### config.mk
export PLATFORM = sky130hd
export DESIGN_NAME = length_prefixed_frame_checker_core
export DESIGN_NICKNAME = d
export VERILOG_FILES = /design/src/sv/lpfc_pkg.sv /design/src/sv/length_prefixed_frame_checker_core.sv
export SDC_FILE = /design/constraint.sdc
export NUM_CORES = 1
export LEC_CHECK = 0
export BUFFER_PORTS_ARGS = -buffer_cell sky130_fd_sc_hd__buf_2
export CORE_ASPECT_RATIO = 0.9
export CORE_MARGIN = 1.5
export CORE_UTILIZATION = 57
export CTS_CLUSTER_SIZE = 8
export DETAILED_ROUTE_END_ITERATION = 8
export GPL_TIMING_DRIVEN = 0
export PLACE_DENSITY = 0.77
export SYNTH_ARGS = -nofsm -noshare
export SYNTH_HDL_FRONTEND = slang
export SYNTH_SLANG_ARGS = --single-unit
### constraint.sdc
create_clock -name aclk -period 5.6 [get_ports aclk]
set_input_delay 1.12 -clock aclk [delete_from_list [all_inputs] [get_ports aclk]]
set_output_delay 1.12 -clock aclk [all_outputs]
set_load 0.02 [all_outputs]
### src/sv/lpfc_pkg.sv
// ----------------------------------------------------------------------------
// lpfc_pkg: shared types and constants of the length-prefixed frame checker
// Holds the parse phases, status codes, register indexes and field widths.
// ----------------------------------------------------------------------------
package lpfc_pkg;

    // bytes in each fixed big-endian field (length, name length, checksum)
    localparam int FIELD_BYTES   = 4;
    localparam int FIELD_CNT_W   = $clog2(FIELD_BYTES);
    // configured lengths and everything derived from an accepted length
    localparam int LEN_W         = 27;
    localparam int CFG_IDX_W     = 1;
    localparam int BYTE_W        = 8;
    localparam int SUM_W         = 16;
    localparam int FIELD_W       = FIELD_BYTES * BYTE_W;
    localparam int USER_W        = 3;

    // adler-32 modulus
    localparam logic [SUM_W-1:0] ADLER_MOD = 16'd65521;

    // register reset values
    localparam logic [LEN_W-1:0] MIN_LEN_RESET = 27'd8;
    localparam logic [LEN_W-1:0] MAX_LEN_RESET = 27'd67108864;

    // register indexes on the config channel
    typedef enum logic [CFG_IDX_W-1:0] {
        CFG_MIN_FRAME_LEN = 1'b0,
        CFG_MAX_FRAME_LEN = 1'b1
    } cfg_index_t;

    // frame status codes
    typedef enum logic [1:0] {
        ST_OK       = 2'd0,
        ST_CHECKSUM = 2'd1,
        ST_NAME_LEN = 2'd2,
        ST_LENGTH   = 2'd3
    } status_t;

    // parse phases
    typedef enum logic [2:0] {
        PH_LEN     = 3'd0,
        PH_NAMELEN = 3'd1,
        PH_BODY    = 3'd2,
        PH_CHECK   = 3'd3,
        PH_LOCKED  = 3'd4
    } phase_t;

endpackage

### src/sv/length_prefixed_frame_checker_core.sv
// ----------------------------------------------------------------------------
// length_prefixed_frame_checker_core: length-prefixed frame parser and checker
// Parses length, name length, name, payload and adler-32 fields, passes name
// and payload bytes out tagged and closes each frame with a status transfer.
// Path: an input transfer passes the input register, then the result register,
//   to m_tvalid; bytes that produce no result are dropped at the input register.
// Throughput: one byte per cycle while the result register is not held by m_tready low.
// Reset: synchronous active-low aresetn returns to the length field phase and
//   reloads min/max frame length; a length error locks the parser until reset.
// ----------------------------------------------------------------------------
module length_prefixed_frame_checker_core (
    input  logic                                  aclk,
    input  logic                                  aresetn,
    // config write channel
    input  logic                                  cfg_valid,
    output logic                                  cfg_ready,
    input  logic [lpfc_pkg::CFG_IDX_W-1:0]        cfg_index,
    input  logic [lpfc_pkg::LEN_W-1:0]            cfg_data,
    // input byte stream
    input  logic                                  s_tvalid,
    output logic                                  s_tready,
    input  logic [lpfc_pkg::BYTE_W-1:0]           s_tdata,  // in_byte
    // result stream
    output logic                                  m_tvalid,
    input  logic                                  m_tready,
    output logic [lpfc_pkg::BYTE_W-1:0]           m_tdata,  // out_byte
    output logic                                  m_tlast,  // frame_end
    output logic [lpfc_pkg::USER_W-1:0]           m_tuser   // status[1:0], is_name
);

    localparam int LEN_W   = lpfc_pkg::LEN_W;
    localparam int SUM_W   = lpfc_pkg::SUM_W;
    localparam int BYTE_W  = lpfc_pkg::BYTE_W;
    localparam int FIELD_W = lpfc_pkg::FIELD_W;
    localparam int SHIFT_W = FIELD_W - BYTE_W;

    // configuration registers
    logic [LEN_W-1:0] min_len_reg;
    logic [LEN_W-1:0] max_len_reg;

    // input register
    logic              in_valid_reg;
    logic [BYTE_W-1:0] in_byte_reg;

    // parser state
    lpfc_pkg::phase_t   phase_reg,      phase_next;
    logic [SHIFT_W-1:0] field_shift_reg, field_shift_next;
    logic [LEN_W-1:0]   body_len_reg,   body_len_next;
    logic [LEN_W-1:0]   name_bytes_reg, name_bytes_next;
    logic [LEN_W-1:0]   byte_count_reg, byte_count_next;
    logic [SUM_W-1:0]   sum_low_reg,    sum_low_next;
    logic [SUM_W-1:0]   sum_high_reg,   sum_high_next;
    logic               name_bad_reg,   name_bad_next;

    // result register
    logic                m_valid_reg;
    logic [BYTE_W-1:0]   out_byte_reg,  out_byte_next;
    logic                is_name_reg,   is_name_next;
    logic                frame_end_reg, frame_end_next;
    lpfc_pkg::status_t   status_reg,    status_next;
    logic                emit;

    // handshake: the input register moves on when the result register frees up
    logic advance;
    assign advance   = in_valid_reg && (!m_valid_reg || m_tready);
    assign s_tready  = !in_valid_reg || advance;
    assign cfg_ready = 1'b1;

    assign m_tvalid = m_valid_reg;
    assign m_tdata  = out_byte_reg;
    assign m_tlast  = frame_end_reg;
    assign m_tuser  = {status_reg, is_name_reg};

    // config writes
    always_ff @(posedge aclk) begin
        if (!aresetn) begin
            min_len_reg <= lpfc_pkg::MIN_LEN_RESET;
            max_len_reg <= lpfc_pkg::MAX_LEN_RESET;
        end else if (cfg_valid && cfg_ready) begin
            case (cfg_index)
                lpfc_pkg::CFG_MIN_FRAME_LEN: min_len_reg <= cfg_data;
                lpfc_pkg::CFG_MAX_FRAME_LEN: max_len_reg <= cfg_data;
                default: ;
            endcase
        end
    end

    // input register
    always_ff @(posedge aclk) begin
        if (!aresetn) begin
            in_valid_reg <= 1'b0;
        end else if (s_tready) begin
            in_valid_reg <= s_tvalid;
        end
    end

    always_ff @(posedge aclk) begin
        if (s_tready && s_tvalid) begin
            in_byte_reg <= s_tdata;
        end
    end

    // complete field word and field-done flag
    logic [FIELD_W-1:0] field_word;
    logic               field_done;
    assign field_word = {field_shift_reg, in_byte_reg};
    assign field_done = (byte_count_reg ==
                         LEN_W'(lpfc_pkg::FIELD_BYTES - 1));

    // adler-32 update of the current byte
    logic [SUM_W:0]   low_sum;
    logic [SUM_W-1:0] low_mod;
    logic [SUM_W:0]   high_sum;
    logic [SUM_W-1:0] high_mod;
    always_comb begin
        low_sum = {1'b0, sum_low_reg} + {{(SUM_W + 1 - BYTE_W){1'b0}}, in_byte_reg};
        if (low_sum >= {1'b0, lpfc_pkg::ADLER_MOD}) begin
            low_mod = SUM_W'(low_sum - {1'b0, lpfc_pkg::ADLER_MOD});
        end else begin
            low_mod = low_sum[SUM_W-1:0];
        end
        high_sum = {1'b0, sum_high_reg} + {1'b0, low_mod};
        if (high_sum >= {1'b0, lpfc_pkg::ADLER_MOD}) begin
            high_mod = SUM_W'(high_sum - {1'b0, lpfc_pkg::ADLER_MOD});
        end else begin
            high_mod = high_sum[SUM_W-1:0];
        end
    end

    // length and name length checks
    logic               len_bad;
    logic               name_field_bad;
    logic [LEN_W-1:0]   body_of_len;
    logic [FIELD_W-1:0] body_wide;
    assign body_wide      = FIELD_W'(body_len_reg);
    assign len_bad        = field_word[FIELD_W-1]
                          || (field_word < FIELD_W'(min_len_reg))
                          || (field_word > FIELD_W'(max_len_reg))
                          || (field_word < FIELD_W'(2 * lpfc_pkg::FIELD_BYTES));
    assign body_of_len    = LEN_W'(field_word[LEN_W-1:0]
                          - LEN_W'(2 * lpfc_pkg::FIELD_BYTES));
    assign name_field_bad = field_word[FIELD_W-1]
                          || (field_word == '0)
                          || (field_word > body_wide);

    // parser next state and result
    always_comb begin
        phase_next       = phase_reg;
        field_shift_next = field_shift_reg;
        body_len_next    = body_len_reg;
        name_bytes_next  = name_bytes_reg;
        byte_count_next  = byte_count_reg;
        sum_low_next     = sum_low_reg;
        sum_high_next    = sum_high_reg;
        name_bad_next    = name_bad_reg;
        emit             = 1'b0;
        out_byte_next    = '0;
        is_name_next     = 1'b0;
        frame_end_next   = 1'b0;
        status_next      = lpfc_pkg::ST_OK;

        case (phase_reg)
            lpfc_pkg::PH_LEN: begin
                field_shift_next = field_word[SHIFT_W-1:0];
                byte_count_next  = byte_count_reg + 1'b1;
                if (field_done) begin
                    byte_count_next = '0;
                    if (len_bad) begin
                        phase_next     = lpfc_pkg::PH_LOCKED;
                        emit           = 1'b1;
                        frame_end_next = 1'b1;
                        status_next    = lpfc_pkg::ST_LENGTH;
                    end else begin
                        body_len_next = body_of_len;
                        sum_low_next  = SUM_W'(1);
                        sum_high_next = '0;
                        name_bad_next = 1'b0;
                        phase_next    = lpfc_pkg::PH_NAMELEN;
                    end
                end
            end
            lpfc_pkg::PH_NAMELEN: begin
                sum_low_next     = low_mod;
                sum_high_next    = high_mod;
                field_shift_next = field_word[SHIFT_W-1:0];
                byte_count_next  = byte_count_reg + 1'b1;
                if (field_done) begin
                    byte_count_next = '0;
                    name_bad_next   = name_field_bad;
                    name_bytes_next = name_field_bad ? '0 : field_word[LEN_W-1:0];
                    phase_next      = (body_len_reg != '0) ? lpfc_pkg::PH_BODY
                                                           : lpfc_pkg::PH_CHECK;
                end
            end
            lpfc_pkg::PH_BODY: begin
                sum_low_next    = low_mod;
                sum_high_next   = high_mod;
                byte_count_next = byte_count_reg + 1'b1;
                if (byte_count_next == body_len_reg) begin
                    byte_count_next = '0;
                    phase_next      = lpfc_pkg::PH_CHECK;
                end
                emit          = 1'b1;
                out_byte_next = in_byte_reg;
                is_name_next  = (byte_count_reg < name_bytes_reg);
            end
            lpfc_pkg::PH_CHECK: begin
                field_shift_next = field_word[SHIFT_W-1:0];
                byte_count_next  = byte_count_reg + 1'b1;
                if (field_done) begin
                    byte_count_next = '0;
                    phase_next      = lpfc_pkg::PH_LEN;
                    emit            = 1'b1;
                    frame_end_next  = 1'b1;
                    if (field_word != {sum_high_reg, sum_low_reg}) begin
                        status_next = lpfc_pkg::ST_CHECKSUM;
                    end else if (name_bad_reg) begin
                        status_next = lpfc_pkg::ST_NAME_LEN;
                    end else begin
                        status_next = lpfc_pkg::ST_OK;
                    end
                end
            end
            default: ;
        endcase
    end

    // parser control state
    always_ff @(posedge aclk) begin
        if (!aresetn) begin
            phase_reg      <= lpfc_pkg::PH_LEN;
            byte_count_reg <= '0;
            sum_low_reg    <= SUM_W'(1);
            sum_high_reg   <= '0;
            name_bad_reg   <= 1'b0;
            name_bytes_reg <= '0;
            body_len_reg   <= '0;
        end else if (advance) begin
            phase_reg      <= phase_next;
            byte_count_reg <= byte_count_next;
            sum_low_reg    <= sum_low_next;
            sum_high_reg   <= sum_high_next;
            name_bad_reg   <= name_bad_next;
            name_bytes_reg <= name_bytes_next;
            body_len_reg   <= body_len_next;
        end
    end

    // field shift register, fully refilled by every field
    always_ff @(posedge aclk) begin
        if (advance) begin
            field_shift_reg <= field_shift_next;
        end
    end

    // result register valid
    always_ff @(posedge aclk) begin
        if (!aresetn) begin
            m_valid_reg <= 1'b0;
        end else if (advance && emit) begin
            m_valid_reg <= 1'b1;
        end else if (m_tready) begin
            m_valid_reg <= 1'b0;
        end
    end

    // result payload
    always_ff @(posedge aclk) begin
        if (advance && emit) begin
            out_byte_reg  <= out_byte_next;
            is_name_reg   <= is_name_next;
            frame_end_reg <= frame_end_next;
            status_reg    <= status_next;
        end
    end

endmodule
==> key figures <==
Run status
  – Status: finished, violations left
  – Failing checks: negative setup slack

GRT
  – Vias in the first global route: 13500
  – Initial antenna violation count: 1
  – First-pass GRT wire length: 72600 microns
  – Largest net degree at the start of global routing: 17
  – Gr ovfl total: 0
  – GRT Total Usage: approximately 34%

Floorplan
  – Initial Util: 58.6%
  – Core Region: 25400 sq um
  – Chip height: 156 microns
  – FP Rows: 55
  – Die ar.: 27100 sq um
  – Die W: around 170 microns
  – # IOs: 56

Finish
  – Commonest cells after routing, fill and taps aside: 208 x nand2_1, 173 x dfxtp_1, 138 x nor2_1
  – Commonest non-fill, non-tap cell in the layout: nand2_1
  – Utilization after layout: between 60% and 70%
  – Non-filler cells, final: roughly 2300
  – Cell area after layout: around 17000 sq um
  – Ratio of cells with drive above 1 in the final layout: 14.7%
  – Post-layout net count: 2133
  – Ant diodes: 0
  – P&R area growth vs syn: 17.2%

Clock network
  – Clock slew at reported path FFs: ~0.05 ns
  – CTS tree: done
  – Latest clock arrival within the worst-skew pair: 0.58 ns
  – Clock buffer count from CTS: 31
  – Hold_buf cts: 0
  – Clock Tree Root: clkbuf_16
  – Clock Path Buffers: 3
  – H-tree levels: 1
  – CTS sink count: 217

Setup path
  – Crit path DAT: about 6.5 ns
  – Startpoint Class: register
  – Crit Path Class: reg -> reg
  – CP Capture Type: register
  – Worst r2r dst: sum_high_reg[11]
  – R2r setup slk: -0.42 ns
  – Reg2Reg Depth: 21
  – Slowest Stage Delay on Critical Path: roughly 0.55 ns
  – Required time worst endpoint: 6.05 ns
  – Worst-path cell chain: ha_4, fa_2, a211oi_4, o21ai_2, a31oi_1, o211ai_1, a2111o_1, buf_6, o31a_1, xnor2_2, ha_4, a21oi_2, and2_1, a211o_1, o211ai_1, nor4b_4, nand4_4, o31ai_4, buf_6, mux2i_1, nand2_1
  – Cell family with most CP delay: compound AO/OA/AOI/OAI gates
  – Peak fanout along the critical path: 4
  – Slowest-stage cell, CP: a2111o_1
  – Worst reg2reg path startpoint: in_byte_reg[0]
  – Buf+Inv Stages, Crit Path: 2

STA
  – Setup_tns: -4.86 ns
  – Count of pins over their slew limit: 0
  – Final Skew: ~0.024 ns
  – WHS: 0.454 ns
  – Setup violators final: 16
  – Fmax: around 0.17 GHz
  – RSZ-0062 raised after global routing: yes
  – Worst-Margin Slew: a little over 0.9 ns
  – Final Hold Vio Count: 0
  – Period minus WS final: approximately 6 ns
  – Worst setup margin: -0.421 ns
  – Max_slew headroom: approximately 39%
  – Final Cycle Share: 108%

Min path
  – Worst min-delay path class: reg -> reg
  – WHS Endpoint: max_len_reg[20]
  – Worst Hold Launch: max_len_reg[20]
  – Worst hold stages: 2

Yosys
  – Syn Nets: 1979
  – Most frequently used flop master after synthesis: dfxtp_1
  – Number of flops mapped to enable cells by yosys: 44
  – Yosys Warn Count: 0
  – Synth Instances: 1798
  – #FFs+latches synth: 217
  – Sequential fraction of the synthesis area: between 30% and 40%
  – Post-Syn Area: about 15000 sq um
  – Post-synthesis async set-or-reset flop share: 0%
  – Synth top area share: 23.3%
  – Synth area leader: dfxtp_1
  – Unique masters post-synth: 99
  – Avg Inst Size Synth: 8.28 sq um
  – Synth top area cells: dfxtp_1 23%, ha_1 12%, edfxtp_1 8.9%, nand2_1 5.3%, a21oi_1 4.0%

Route
  – DR pass1 iterations: 6
  – Post-DRT Antenna Nets: 0
  – Vias after detailed routing: 14400
  – DR vias/cell: 6.23
  – Final WL: approximately 48000 microns
  – WL/cell: 20.7 microns
  – 1st-iter DRT viols: 1475
  – DR DRC count: 0

Power and ir drop
  – PwrDens: ~220 nW/um^2
  – LEAKAGE: 6.82 nW
  – Max IR drop VDD: around 0.24 mV

Placement
  – DP Wirelength: 34400 microns
  – DP Cell Count: 2195
  – I/O Buffers: 54
  – Placed inst area: approximately 16000 sq um
  – Routability cong.: 0.959

Flow run
  – Max-cap viol count: 0
==> cell usage after synthesis, drive strengths merged, types with 50 or more instances <==
| cell type | count |
|---|---|
| nand2 | 209 |
| xnor2 | 63 |
| ha | 138 |
| inv | 133 |
| o21ai | 73 |
| xor2 | 59 |
| nor3 | 54 |
| clkbuf | 50 |
| nand3 | 62 |
| nor2 | 142 |
| a21oi | 121 |
| dfxtp | 173 |
==> timing repair <==
item                       CTS  global route
resized for setup           71            21
setup endpoints to repair   16            16
pin swaps                   49            32
buffers inserted            54            13
==> worst reg2reg max path: stages, from the launching register on <==
cell,delay (ns)
edfxtp_1,0.53
ha_4,0.24
fa_2,0.38
a211oi_4,0.29
o21ai_2,0.14
a31oi_1,0.18
o211ai_1,0.10
a2111o_1,0.55
buf_6,0.17
o31a_1,0.37
xnor2_2,0.37
ha_4,0.29
a21oi_2,0.24
and2_1,0.26
a211o_1,0.17
o211ai_1,0.20
nor4b_4,0.42
nand4_4,0.20
o31ai_4,0.37
buf_6,0.17
mux2i_1,0.19
nand2_1,0.08
==> worst max-delay path by stage <==
stage	start	endpoint	slack (ns)	cells past startpoint
final	in_byte_reg[0]	sum_high_reg[11]	-0.42	21
after global routing	in_byte_reg[0]	sum_high_reg[13]	-0.56	23
after CTS	in_byte_reg[0]	sum_high_reg[11]	-0.19	22
after detailed placement	in_byte_reg[1]	sum_high_reg[5]	-1.40	18
after global placement	in_byte_reg[1]	sum_high_reg[5]	-1.31	18
after floorplan	in_byte_reg[0]	sum_high_reg[5]	0.02	21
==> cells by family after synthesis <==
logic type	synth area share (%)
and+or+nand+nor	23.0
AOI/OAI and AO/OA	18.6
buffers and inverters	6.05
DFF	32.2
adders and majority gates	11.9
xor gates and xnor gates	7.18
muxes	1.08
other	0.0252
==> per-layer routing <==
| layer | share of wire, % | global-route usage, % |
|---|---|---|
| met5 | 0.023 | 0 |
| met4 | 3.9 | 13.6 |
| met3 | 11 | 7.26 |
| met2 | 43 | 52.5 |
| met1 | 43 | 46.9 |
==> final cells by class <==
class / instances / area (sq um)
Multi-Input combinational cell: 1361 / 9630
Fill cell: 2014 / 7960
Sequential cell: 217 / 4780
Timing Repair Buffer: 122 / 838
Clock buffer: 42 / 817
Inverter: 134 / 503
Tap cell: 342 / 428
Buffer: 85 / 408
Clock inverter: 3 / 30.0
==> metrics by stage <==
| stage | setup WS, ns | power (mW) |
|---|---|---|
| 2_1_floorplan | 0.0228 | 1.90 |
| 3_3_place_gp | -1.31 | 2.00 |
| 3_5_place_dp | -1.40 | 2.01 |
| 4_1_cts | -0.191 | 3.73 |
| 5_1_grt | -0.557 | 3.86 |
| 6_report | -0.421 | 3.75 |
==> power by group <==
| part | internal (mW) | total (mW) | switching, mW |
|---|---|---|---|
| Sequential | 1.62 | 1.65 | 0.0288 |
| Combinational | 0.157 | 0.409 | 0.252 |
| Clock | 0.997 | 1.69 | 0.692 |
No activity file was read; power rests on OpenSTA's default activity.
